File: config.mk
export PLATFORM = sky130hd
export DESIGN_NAME = rpe_ctrl
export DESIGN_NICKNAME = d
export VERILOG_FILES = /design/src/sv/rpe_pkg.sv /design/src/sv/rpe_ctrl.sv
export SDC_FILE = /design/constraint.sdc
export NUM_CORES = 1
export LEC_CHECK = 0
export BUFFER_PORTS_ARGS = -buffer_cell sky130_fd_sc_hd__clkbuf_2
export CAP_MARGIN = 40
export CORE_AREA = 2 2 39 41
export CTS_CLUSTER_DIAMETER = 120
export DETAILED_ROUTE_END_ITERATION = 10
export DIE_AREA = 0 0 41 43
export PLACE_DENSITY = 0.84
export SYNTH_ARGS = -nofsm -noshare
export SYNTH_HDL_FRONTEND = slang
export SYNTH_SLANG_ARGS = --single-unit
File: constraint.sdc
create_clock -name clk -period 2.9 [get_ports clk]
set_input_delay 0.145 -clock clk [delete_from_list [all_inputs] [get_ports clk]]
set_output_delay 0.145 -clock clk [all_outputs]
set_load 0.02 [all_outputs]
File: src/sv/rpe_pkg.sv
package rpe_pkg;

  localparam int NUM_ELEMENTS = 256;
  localparam int EW = $clog2(NUM_ELEMENTS);
  localparam int PW = EW + 1;

  localparam logic [1:0] FUNC_MARK   = 2'd0;
  localparam logic [1:0] FUNC_SPLIT  = 2'd1;
  localparam logic [1:0] FUNC_QSET   = 2'd2;
  localparam logic [1:0] FUNC_QELEM  = 2'd3;

  typedef struct packed {
    logic [1:0] func;
    logic [7:0] element;
    logic [7:0] set_id;
  } in_item_t;

  typedef struct packed {
    logic [8:0] set_size;
    logic [7:0] set_index;
    logic [7:0] element_out;
    logic       element_valid;
    logic       marks_none;
  } out_item_t;

  localparam logic [3:0] OP_NONE     = 4'd0;
  localparam logic [3:0] OP_RD_ELEM  = 4'd1;
  localparam logic [3:0] OP_RD_SET   = 4'd2;
  localparam logic [3:0] OP_RD_ORD_M = 4'd3;
  localparam logic [3:0] OP_MARK_WR  = 4'd4;
  localparam logic [3:0] OP_MARK_WR2 = 4'd5;
  localparam logic [3:0] OP_SPLIT_SET = 4'd6;
  localparam logic [3:0] OP_RELABEL  = 4'd7;
  localparam logic [3:0] OP_RD_ORD_Q = 4'd8;
  localparam logic [3:0] OP_DONE     = 4'd9;
  localparam logic [3:0] OP_CLEAR    = 4'd10;
  localparam logic [3:0] OP_LOAD     = 4'd11;
  localparam logic [3:0] OP_RD_ORD_R = 4'd12;
  localparam logic [3:0] OP_FIX_MARK = 4'd13;

  typedef struct packed {
    logic [3:0] op;
  } cmd_t;

  typedef struct packed {
    logic clear_done;
    logic mark_skip;
    logic split_go;
    logic split_fix;
    logic relabel_last;
    logic qelem_read;
  } status_t;

endpackage

File: src/sv/rpe_ctrl.sv
module rpe_ctrl (
  input  logic             clk,
  input  logic             rst_n,
  input  logic             start,
  input  logic [1:0]       func,
  input  rpe_pkg::status_t status,
  output rpe_pkg::cmd_t    cmd,
  output logic             busy,
  output logic             out_valid
);

  localparam logic [3:0] S_CLEAR = 4'd0;
  localparam logic [3:0] S_IDLE  = 4'd1;
  localparam logic [3:0] S_ELEM  = 4'd2;
  localparam logic [3:0] S_SET   = 4'd3;
  localparam logic [3:0] S_ORDM  = 4'd4;
  localparam logic [3:0] S_MWR   = 4'd5;
  localparam logic [3:0] S_MWR2  = 4'd6;
  localparam logic [3:0] S_SPL   = 4'd7;
  localparam logic [3:0] S_REL   = 4'd8;
  localparam logic [3:0] S_FIX   = 4'd9;
  localparam logic [3:0] S_QSET  = 4'd10;
  localparam logic [3:0] S_OUT   = 4'd12;
  localparam logic [3:0] S_QE2   = 4'd13;

  logic [3:0] state_r, state_nxt;
  logic [1:0] func_r, func_nxt;

  always_comb begin
    state_nxt = state_r;
    func_nxt = func_r;
    cmd.op = rpe_pkg::OP_NONE;
    out_valid = 1'b0;
    case (state_r)
      S_CLEAR: begin
        cmd.op = rpe_pkg::OP_CLEAR;
        if (status.clear_done) begin
          state_nxt = S_IDLE;
        end
      end
      S_IDLE: begin
        if (start) begin
          cmd.op = rpe_pkg::OP_LOAD;
          func_nxt = func;
          case (func)
            rpe_pkg::FUNC_MARK:  state_nxt = S_ELEM;
            rpe_pkg::FUNC_SPLIT: state_nxt = S_SPL;
            rpe_pkg::FUNC_QSET:  state_nxt = S_QSET;
            default:             state_nxt = S_ELEM;
          endcase
        end
      end
      S_ELEM: begin
        cmd.op = rpe_pkg::OP_RD_ELEM;
        if (func_r == rpe_pkg::FUNC_MARK && !status.qelem_read) begin
          state_nxt = S_OUT;
        end else if (func_r == rpe_pkg::FUNC_QELEM && !status.qelem_read) begin
          state_nxt = S_OUT;
        end else begin
          state_nxt = (func_r == rpe_pkg::FUNC_MARK) ? S_SET : S_QE2;
        end
      end
      S_SET: begin
        if (status.mark_skip) begin
          state_nxt = S_OUT;
        end else begin
          cmd.op = rpe_pkg::OP_RD_SET;
          state_nxt = S_ORDM;
        end
      end
      S_ORDM: begin
        cmd.op = rpe_pkg::OP_RD_ORD_M;
        state_nxt = S_MWR;
      end
      S_MWR: begin
        cmd.op = rpe_pkg::OP_MARK_WR;
        state_nxt = S_MWR2;
      end
      S_MWR2: begin
        cmd.op = rpe_pkg::OP_MARK_WR2;
        state_nxt = S_OUT;
      end
      S_SPL: begin
        if (status.split_go) begin
          cmd.op = rpe_pkg::OP_SPLIT_SET;
          state_nxt = S_REL;
        end else if (status.split_fix) begin
          cmd.op = rpe_pkg::OP_FIX_MARK;
          state_nxt = S_FIX;
        end else begin
          state_nxt = S_FIX;
        end
      end
      S_REL: begin
        cmd.op = rpe_pkg::OP_RELABEL;
        if (status.relabel_last) begin
          state_nxt = S_FIX;
        end
      end
      S_FIX: begin
        cmd.op = rpe_pkg::OP_DONE;
        out_valid = 1'b1;
        state_nxt = S_IDLE;
      end
      S_QSET, S_QE2: begin
        cmd.op = rpe_pkg::OP_RD_ORD_Q;
        state_nxt = S_OUT;
      end
      S_OUT: begin
        cmd.op = rpe_pkg::OP_DONE;
        out_valid = 1'b1;
        state_nxt = S_IDLE;
      end
      default: state_nxt = S_IDLE;
    endcase
  end

  assign busy = (state_r != S_IDLE);

  always_ff @(posedge clk) begin
    if (!rst_n) begin
      state_r <= S_CLEAR;
      func_r <= rpe_pkg::FUNC_MARK;
    end else begin
      state_r <= state_nxt;
      func_r <= func_nxt;
    end
  end

endmodule

# ---- Word-level counts from Yosys, hierarchy flattened
# Cells that the tools add are included.
dict set report word_totals {
  regBits 6
  latchBits 0
  word_cells 47
  mem_bits_rw 0
  mem_count 0
  romBits 0
  out_inout_bits 6
  in_bits 11
}
dict set report classes {
  n_bitwise 0
  reduce_logical 10
  add_sub_neg 0
  multipliers 0
  order_cmp 0
  n_mux 16
  n_div 0
  n_eq_ne 19
  shifts 0
}
# operator n
set ops {}
lappend ops {{4-bit one-hot mux with 11 select lines} 1}
lappend ops {{4-bit 2-to-1 mux} 10}
lappend ops {{4-bit one-hot mux with 9 select lines} 1}
lappend ops {{4-bit equality test (second input constant)} 5}
lappend ops {{4-bit by 3-bit equality test with 1-bit output (second input constant)} 4}
lappend ops {{4-bit by 2-bit equality test with 1-bit output (second input constant)} 2}
lappend ops {{4-bit one-hot mux with 2 select lines} 1}
lappend ops {{2-bit inequality test (second input constant)} 3}
lappend ops {{2-bit equality test (second input constant)} 2}
lappend ops {{4-bit by 1-bit equality test with 1-bit output (second input constant)} 1}
lappend ops {{4-bit zero test} 1}
lappend ops {{4-bit by 1-bit inequality test with 1-bit output (second input constant)} 1}
lappend ops {{2-bit OR reduction} 2}
lappend ops {{3-bit AND reduction} 1}
lappend ops {{3-bit OR reduction} 1}
lappend ops {{2-bit by 1-bit equality test with 1-bit output (second input constant)} 1}
lappend ops {{1-bit logical AND} 2}
lappend ops {{2-bit zero test} 1}
lappend ops {{1-bit 2-to-1 mux} 2}
lappend ops {{2-bit 2-to-1 mux} 1}
lappend ops {{2-bit AND reduction} 1}
lappend ops {{1-bit zero test} 1}

# ---- Logic depth before layout (Yosys ltp)
# Gate-level depths: netlist (run 1).
dict set report depth {
  word_depth 5
  ltp_mapped 6
  depth_no_buf 4
}

# ---- Worst setup path after synthesis (run 1)
# OpenSTA, ideal clock, no wires.
dict set report synth_path {
  kind {register -> output}
  startpoint {register state_r[1]}
  endpoint {output port cmd[3] in the netlist's numbering}
  stages_incl_launch_ff 7
  required_time_ns 2.755
  n_path_buf 2
  setup_slack_ns 1.492
  arrival_time_ns 1.263
  cell_sequence {dfxtp_1 buf_6 buf_4 xor2_1 nor2_1 a21oi_1 o221ai_1}
}
# element line_no
set synth_rtl {}
lappend synth_rtl {{start, declared} rpe_ctrl.sv:26} ;# logic [3:0] state_r, state_nxt;
lappend synth_rtl {{start signal, assigned} rpe_ctrl.sv:125} ;# state_r <= state_nxt;
lappend synth_rtl {{end, declared} rpe_ctrl.sv:7} ;# output rpe_pkg::cmd_t cmd,

==> results summary, run 1 <==
The startpoint identified for the worst hold timing path is rst_n. The via density per instance is 5.90. The type of origin of the critical path is a flop. The critical path arrival is 1890 ps. The sequential share of the synthesized area is 17.2%. After detailed routing, the wire length on met1 is 731 um. The first routing iteration left 15 violations. Setup repair after global routing left no endpoint under its margin. The number of violations of the max-capacitance limit came out at 0. The power density of the placed cells came out at 322 nW/um^2. The number of levels the H-tree was split into is 1. The number of register bits inferred by synthesis is 6. The worst hold path terminates at state_r[0].

In this run the register-to-register setup slack is 1200 ps. Global routing finished with a remaining overflow of 0. The cell sitting at the root of the clock tree is a sky130_fd_sc_hd__clkbuf_4. The standby leakage power came out at 0.000326 uW. The length of routed met3 wiring came out at 58 um. The count of port buffers added during placement came out at 16. The number of hold-repair buffers added at the cts stage came out at 0. Yosys attributes the largest share of cell area to sky130_fd_sc_hd__dfxtp_1 17%, sky130_fd_sc_hd__nor2b_1 7.2%, sky130_fd_sc_hd__buf_6 6.4%. The wire length per cell is 13.3 um. The period utilization came out at 70.0%. TritonCTS created 3 clock buffers. Signal routing reaches up to met4.

The count of final hold-check violations is 0. The number of different library cells used by synthesis comes to 46. The synthesized netlist net count came out at 97. The TritonCTS sink count is 6.

The highest attainable clock frequency came out at 492 MHz. The worst setup path is captured at an output pin. The largest area contributor in the synthesized netlist is sky130_fd_sc_hd__dfxtp_1. The share of total power consumed by net switching is 31.9%.

The buffer depth of the longest clock path came out at 2. The worst register-to-register path ends at state_r[1]. The clock-pin transition on the worst setup and hold timing paths came out at 40 ps.

In this run the tightest slew margin relative to its limit is 53.2%. Once layout is complete, the utilization of the core stands at 55.2%. The part of the total power dissipated in combinational logic is 30.8%. Setup total negative slack on the finished layout was measured at 0 ps. The number of routed nets with antenna violations is 0.

The synthesized instance count came out at 86. The post-synthesis instance area came out at 699 um^2. Across the VDD grid, the largest voltage drop is 0.243 mV.

For this design the total switching power over the nets is 78.6 uW. The area share of the largest cell type after synthesis came out at 17.2%. Counting the fill cells in the layout gives 135. The routed layout has 679 vias. The largest clock skew in the final design came out at 1.37 ps. The starting utilization of the core area is 50.5%. The worst hold path depth is 3.

The share of flip-flops with an asynchronous set or reset after synthesis came out at 0%. Setup violations remaining at the end of the flow were counted as 0. The shortest clock period the worst path allows after layout is 2030 ps. The routed wire length is 1530 um. The number of global-route vias before repair came out at 575. For this run, the leading register cell type out of synthesis is sky130_fd_sc_hd__dfxtp_1. The area added between synthesis and finish is 9.30%. Internal power comes to 167 uW.

The sequential power share is 39.8%. The largest net degree at the start of global routing came out at 20. Counting cells, the worst reg-to-reg path comes to 4. The standard cell core area came out at 1380 um^2. The count of nets after finishing is 112. The first-pass GRT wire length came out at 2440 um. TritonCTS built the clock tree. The path class of the tightest hold or removal check is primary input to flop.

The number of resized instances in the post-cts repair step came out at 0. The flow ran to the end, and the final reports show no timing, DRC or antenna violations. The part of the total power dissipated in the clock network is 29.4%. The number of rows in the core area came out at 14. The number of enable-type register cells in the synthesized netlist came out at 0.

The sum of met2 wire segment lengths after detailed routing came out at 716 um. Data on the critical path is required at its endpoint by 2760 ps. The post-synthesis average cell area is 8.13 um^2.

Once the clock tree was built, the setup fixing pass inserted 0 buffers. The number of top-level pins came out at 17. The warning count from the yosys run came out at 0. The DRC violation count after routing came out at 0. The congestion estimate from routability-driven global placement came to 0.883. The slew at the pin with the worst max-slew slack came out at 700 ps.

The chip height came out at 43 um. The maximum fanout encountered on the critical timing path came out at 19. The startpoint of the worst register-to-register path is state_r[3].

The number of slew-limit violations in the final report came to 0. The initial antenna violation count is 0. The chip width came out at 41 um. The clock insertion delay at the later pin of the skew report came out at 230 ps.

The worst setup path is of the flop to output pin kind. The proportion of layout cells with a drive suffix above 1 came out at 28.3%. For this run, the total global-route usage over all layers was measured as 19.4%. The number of diodes added for antenna fixing came out at 0. The die covers 1760 um^2. Before antenna repair, the detailed router went through 6 iterations. The HPWL after detailed placement is 1160 um.
==> worst max-delay path by stage <==
stage | start | cells past startpoint | endpoint | slack [ps]
after floorplan | state_r[1] | 6 | cmd[3] | 1490
after global placement | state_r[1] | 5 | cmd[2] | 1190
after detailed placement | state_r[1] | 5 | cmd[2] | 1130
after CTS | state_r[1] | 5 | cmd[2] | 860
after global routing | state_r[1] | 5 | cmd[2] | 740
final | state_r[1] | 5 | cmd[2] | 870
==> stage by stage <==
step           total power [uW]  setup WS, ps  instance area [um^2]  hold slack (ps)  cells
2_1_floorplan               155          1490                   699              258     86
3_3_place_gp                173          1190                   742              434    112
3_5_place_dp                175          1130                   742              443    112
4_1_cts                     252           862                   764              188    115
5_1_grt                     264           740                   764              198    115
6_report                    246           869                   764              194    115
==> area by class of cell <==
cell class | instances | area [um^2] | share of cell area [%]
clock buffers | 3 | 22.5 | 2.95
well taps | 16 | 20.0 | 2.62
inverters | 2 | 7.51 | 0.982
flip-flops and latches | 6 | 120 | 15.7
repair buffers | 17 | 87.6 | 11.5
multi-input cells | 71 | 507 | 66.3
==> registers in the layout, summed over array words and instances (netlist names) <==
name,count
state_r,4
func_r,2
==> routing by layer <==
layer / GRT usage, % / vias up
met5: 0 / -
met2: 30.0 / 25
met1: 27.5 / 309
met3: 3.14 / 2
met4: 4.00 / 0
li1: - / 343
==> cell usage after synthesis (2+ instances only) <==
library cell,number
sky130_fd_sc_hd__a31oi_1,3
sky130_fd_sc_hd__dfxtp_1,6
sky130_fd_sc_hd__nor4b_1,2
sky130_fd_sc_hd__nand2b_1,2
sky130_fd_sc_hd__buf_6,4
sky130_fd_sc_hd__and2b_1,2
sky130_fd_sc_hd__nor2_1,8
sky130_fd_sc_hd__nor3_2,2
sky130_fd_sc_hd__a21oi_1,4
sky130_fd_sc_hd__o211ai_1,2
sky130_fd_sc_hd__nor4_1,2
sky130_fd_sc_hd__nor2b_1,8
sky130_fd_sc_hd__nand2_1,5
sky130_fd_sc_hd__xor2_1,3
sky130_fd_sc_hd__mux2i_1,2
==> critical path: stages (launching register included) <==
cell	delay, ps
sky130_fd_sc_hd__dfxtp_1	760
sky130_fd_sc_hd__inv_1	170
sky130_fd_sc_hd__nor4_1	290
sky130_fd_sc_hd__nor4b_1	90
sky130_fd_sc_hd__a21o_1	180
sky130_fd_sc_hd__clkbuf_2	150
==> placed cells by master, fill, tap and decap left out, drive strengths merged, types with 2 or more instances in the layout <==
cell type and count:
nor2b 8, a21oi 5, nor2 9, nor4 2
o21ai 2, clkbuf 19, and2b 2, nor3 2
nand2 5, o211ai 2, nand2b 2, a21o 2
nor4b 2, xor2 3, mux2i 2, dfxtp 6
inv 2, a31oi 3
==> logic make-up after synthesis <==
logic type / share of synthesized area [%]
muxes: 5.01
buffers and inverters: 10.4
DFF: 17.2
and+or+nand+nor: 34.2
xor gates and xnor gates: 3.76
AOI/OAI and AO/OA: 29.5
==> power by group through the flow <==
| stage | clock network [uW] | registers (uW) | logic (uW) |
|---|---|---|---|
| 2_1_floorplan | 0 | 92.2 | 63.1 |
| 3_5_place_dp | 0 | 99.3 | 75.5 |
| 6_report | 72.4 | 98.0 | 75.7 |
| 5_1_grt | 80.5 | 99.1 | 84.6 |
| 4_1_cts | 78.4 | 97.8 | 75.8 |
| 3_3_place_gp | 0 | 99.1 | 74.4 |
No activity file was read; power rests on OpenSTA's default activity.
==> run 2: changes to the inputs <==
Settings changed: ABC_AREA set to 1, PLACE_DENSITY 0.84 to 0.75.
Clock period 2.9 ns to 1.66 ns, I/O delays scaled along.
==> results summary, run 2 <==
The flow ran to the end, and the final reports show no timing, DRC or antenna violations. TritonCTS built the clock tree. The number of violations of the max-capacitance limit is 0.

The maximum fanout encountered on the critical timing path came out at 5. After synthesis, the cell types taking the most area are sky130_fd_sc_hd__dfxtp_1 21%, sky130_fd_sc_hd__nand2_1 19%, sky130_fd_sc_hd__nor2_1 10%. The delay contributed by the slowest stage of the critical path came out at 350 ps. The tightest min-delay check is of the primary input to flop type. The initial antenna violation count came out at 0.

The CTS root buffer is sky130_fd_sc_hd__clkbuf_4. IR analysis of the VDD net gives a maximum drop of 0.967 mV. Among all flip-flop cells after synthesis, the most frequent one is sky130_fd_sc_hd__dfxtp_1. The post-synthesis instance area is 564 um^2. The number of levels the H-tree was split into is 1. Across every metal layer, demand over resource in global routing totals 19.4%. In this run the biggest area consumer among cell types represents 21.3% of the synthesized area. The worst slew margin relative to its limit came out at 83.8%.

The count of final hold-check violations is 0. The synthesized design spends more area on one cell type than any other, namely sky130_fd_sc_hd__dfxtp_1. The minimum setup slack in the final design came out at 112 ps. The total setup violations reported at the end of the flow is 0. The starting utilization of the core area is 40.8%. The most used standard cell by instance count after synthesis is sky130_fd_sc_hd__nand2_1. Traced cell by cell, the critical path runs through inv_2, nand2_1, nor2_2, nand2_2, o21ai_0, nand3b_1, clkbuf_2.

The routed design has 1390 um of wire. The synthesized netlist net count came out at 114. The largest registers in the layout are state_r (4), func_r (2).

The worst path in the final design needs a cycle of 1550 ps, including I/O delays and setup. The total placed instance area is 664 um^2. The routability congestion estimate came out at 0.872.

The number of diodes added for antenna fixing is 0. The number of hold-repair buffers added at the cts stage is 0. Hold timing on the final database bottoms out at a slack of 110 ps. Together, buffers and inverters on the worst path number 2.

The number of routed nets with antenna violations is 0. During I/O placement, the number of pins put on the boundary was 17. The area of all placed cells without fillers came out at 693 um^2. The final global-route overflow total came out at 0. The post-CTS repair timing setup buffer count came out at 0.

Setup repair after global routing could not meet its margin everywhere. Broken down by cell family, the worst path's largest delay share belongs to simple AND/OR/NAND/NOR gates. The standard cell core area came out at 1380 um^2. The chip height came out at 43 um. The area added between synthesis and finish is 22.8%.

Power spread over the standard cell area amounts to 1650 nW/um^2. The warning count from the yosys run is 0. The number of enable-type register cells in the synthesized netlist is 0. The number of global-route vias before repair came out at 593.

The overall via count from detail_route came out at 668. The count of nets after finishing is 135. The first-pass GRT wire length is 2310 um. A synthesized cell averages 5.48 um^2. The chip width came out at 41 um. The type of origin of the critical path is a flop.

The proportion of layout cells with a drive suffix above 1 came out at 31.1%. Leaving out fill and tap cells, the most frequent cell in the layout is sky130_fd_sc_hd__nand2_1. The period utilization is 93.2%. The post-placement worst setup slack is 297 ps. At the worst endpoint, the required time is 1580 ps. After layout, the design draws a total of 1140 uW. Synthesis produced 103 cells. The highest attainable clock frequency came out at 646 MHz.

For this run, asynchronously set or reset flops after synthesis account for 0%. The number of register bits inferred by synthesis came out at 6. The wire length per cell is 10.1 um. STA classifies the critical path endpoint as an output pin.

The slew at the pin with the worst max-slew slack came out at 243 ps. The highest-delay cell along the critical path is sky130_fd_sc_hd__dfxtp_1. The first detailed-routing pass ran for 4 iterations.

After clock tree synthesis, the clock-pin slew on the worst setup and hold paths is 40 ps. The register-to-register path setup slack is 370 ps. The critical path start-end classification is flop to output pin. The first routing iteration left 12 violations. The clock insertion delay at the later pin of the skew report came out at 240 ps. The largest clock skew in the final design came out at 6.24 ps. The full die area came out at 1760 um^2. After detailed routing, the number of vias per cell comes to 4.84. For this design the static power due to leakage is 0.000392 uW. The post-DP HPWL came out at 1170 um. The largest register by flop count is state_r. The number of unique standard cell types used by synthesis came out at 21.

Entering global routing, the biggest net connects 7 pins. The number of slew-limit violations in the final report came out at 0. The count of port buffers added during placement is 16. The critical path arrival came out at 1460 ps.

The number of flip-flops in the largest register came out at 4. Counting instances in the post-synthesis netlist gives the leading cell types as 29 x sky130_fd_sc_hd__nand2_1, 15 x sky130_fd_sc_hd__nor2_1, 12 x sky130_fd_sc_hd__inv_1. In the routed design, unresolved DRC markers number 0. For this run, the register share of the synthesized area comes to 21.3%. The top cell types in the final layout, fill and taps aside, are 28 x sky130_fd_sc_hd__nand2_1, 16 x sky130_fd_sc_hd__clkbuf_2, 14 x sky130_fd_sc_hd__nor2_1, 12 x sky130_fd_sc_hd__inv_1. The initialized floorplan defines 14 standard-cell rows. The buffer depth of the longest clock path came out at 2. The number of clock buffers inserted by TritonCTS came out at 3. The TritonCTS sink count came out at 6.
## run 2: cell families (layout without fill, tap and decap cells)
logic type,count (synthesis),after routing,share of synthesized area (%)
and+or+nand+nor,63,63,50.1
buffers and inverters,19,38,12.6
AOI/OAI and AO/OA,15,15,16.0
DFF,6,6,21.3
## run 2: final timing paths
check        cells past startpoint        from          to
max reg2reg                      9  state_r[3]  state_r[0]
min                              3       rst_n   func_r[1]
min reg2reg                      2   func_r[1]   func_r[1]
max                              7  state_r[1]      cmd[0]
## run 2: power breakdown
group	internal, uW	switching (uW)	leakage [uW]
logic	266	503	0.000329
clock network	81.4	46.5	0.0000138
registers	191	54.3	0.0000493
## run 2: cell type report
cell class,count,area [um^2]
Fill cell,164,691
Multi-Input combinational cell,78,378
Sequential cell,6,121
Timing Repair Buffer,16,80.1
Inverter,19,71.3
Clock buffer,3,22.5
Tap cell,16,20.0
## run 2: layer usage
metal | up-vias | track usage, % | part of all wire [%]
li1 | 371 | - | -
met1 | 275 | 25.2 | 46
met2 | 20 | 29.4 | 48
met3 | 2 | 3.14 | 5.1
met4 | 0 | 10.0 | 0.94
met5 | - | 0 | 0
## run 2: what timing repair did
item                                    in CTS  in global routing
hold endpoints to repair                     0                  0
endpoints found under the setup margin       0                  3
resized for setup                            0                  3
## run 2: per-stage QoR
step | std cells | utilization (%) | setup TNS (ps)
after floorplan | 103 | - | 0
after global placement | 135 | 48.0 | 0
after detailed placement | 135 | 48.0 | 0
after CTS | 138 | 49.6 | 0
after global routing | 138 | 50.1 | -23.1
final | 138 | 50.1 | 0
## run 2: worst reg2reg max path, stage by stage (launching register included)
cell and delay (ps):
sky130_fd_sc_hd__dfxtp_1 450, sky130_fd_sc_hd__inv_2 80, sky130_fd_sc_hd__nand2_2 100, sky130_fd_sc_hd__nand2_1 60, sky130_fd_sc_hd__nand2_1 110, sky130_fd_sc_hd__nand3_1 110, sky130_fd_sc_hd__nor2_1 110, sky130_fd_sc_hd__nand3_1 80
sky130_fd_sc_hd__nand2_1 60, sky130_fd_sc_hd__inv_1 30
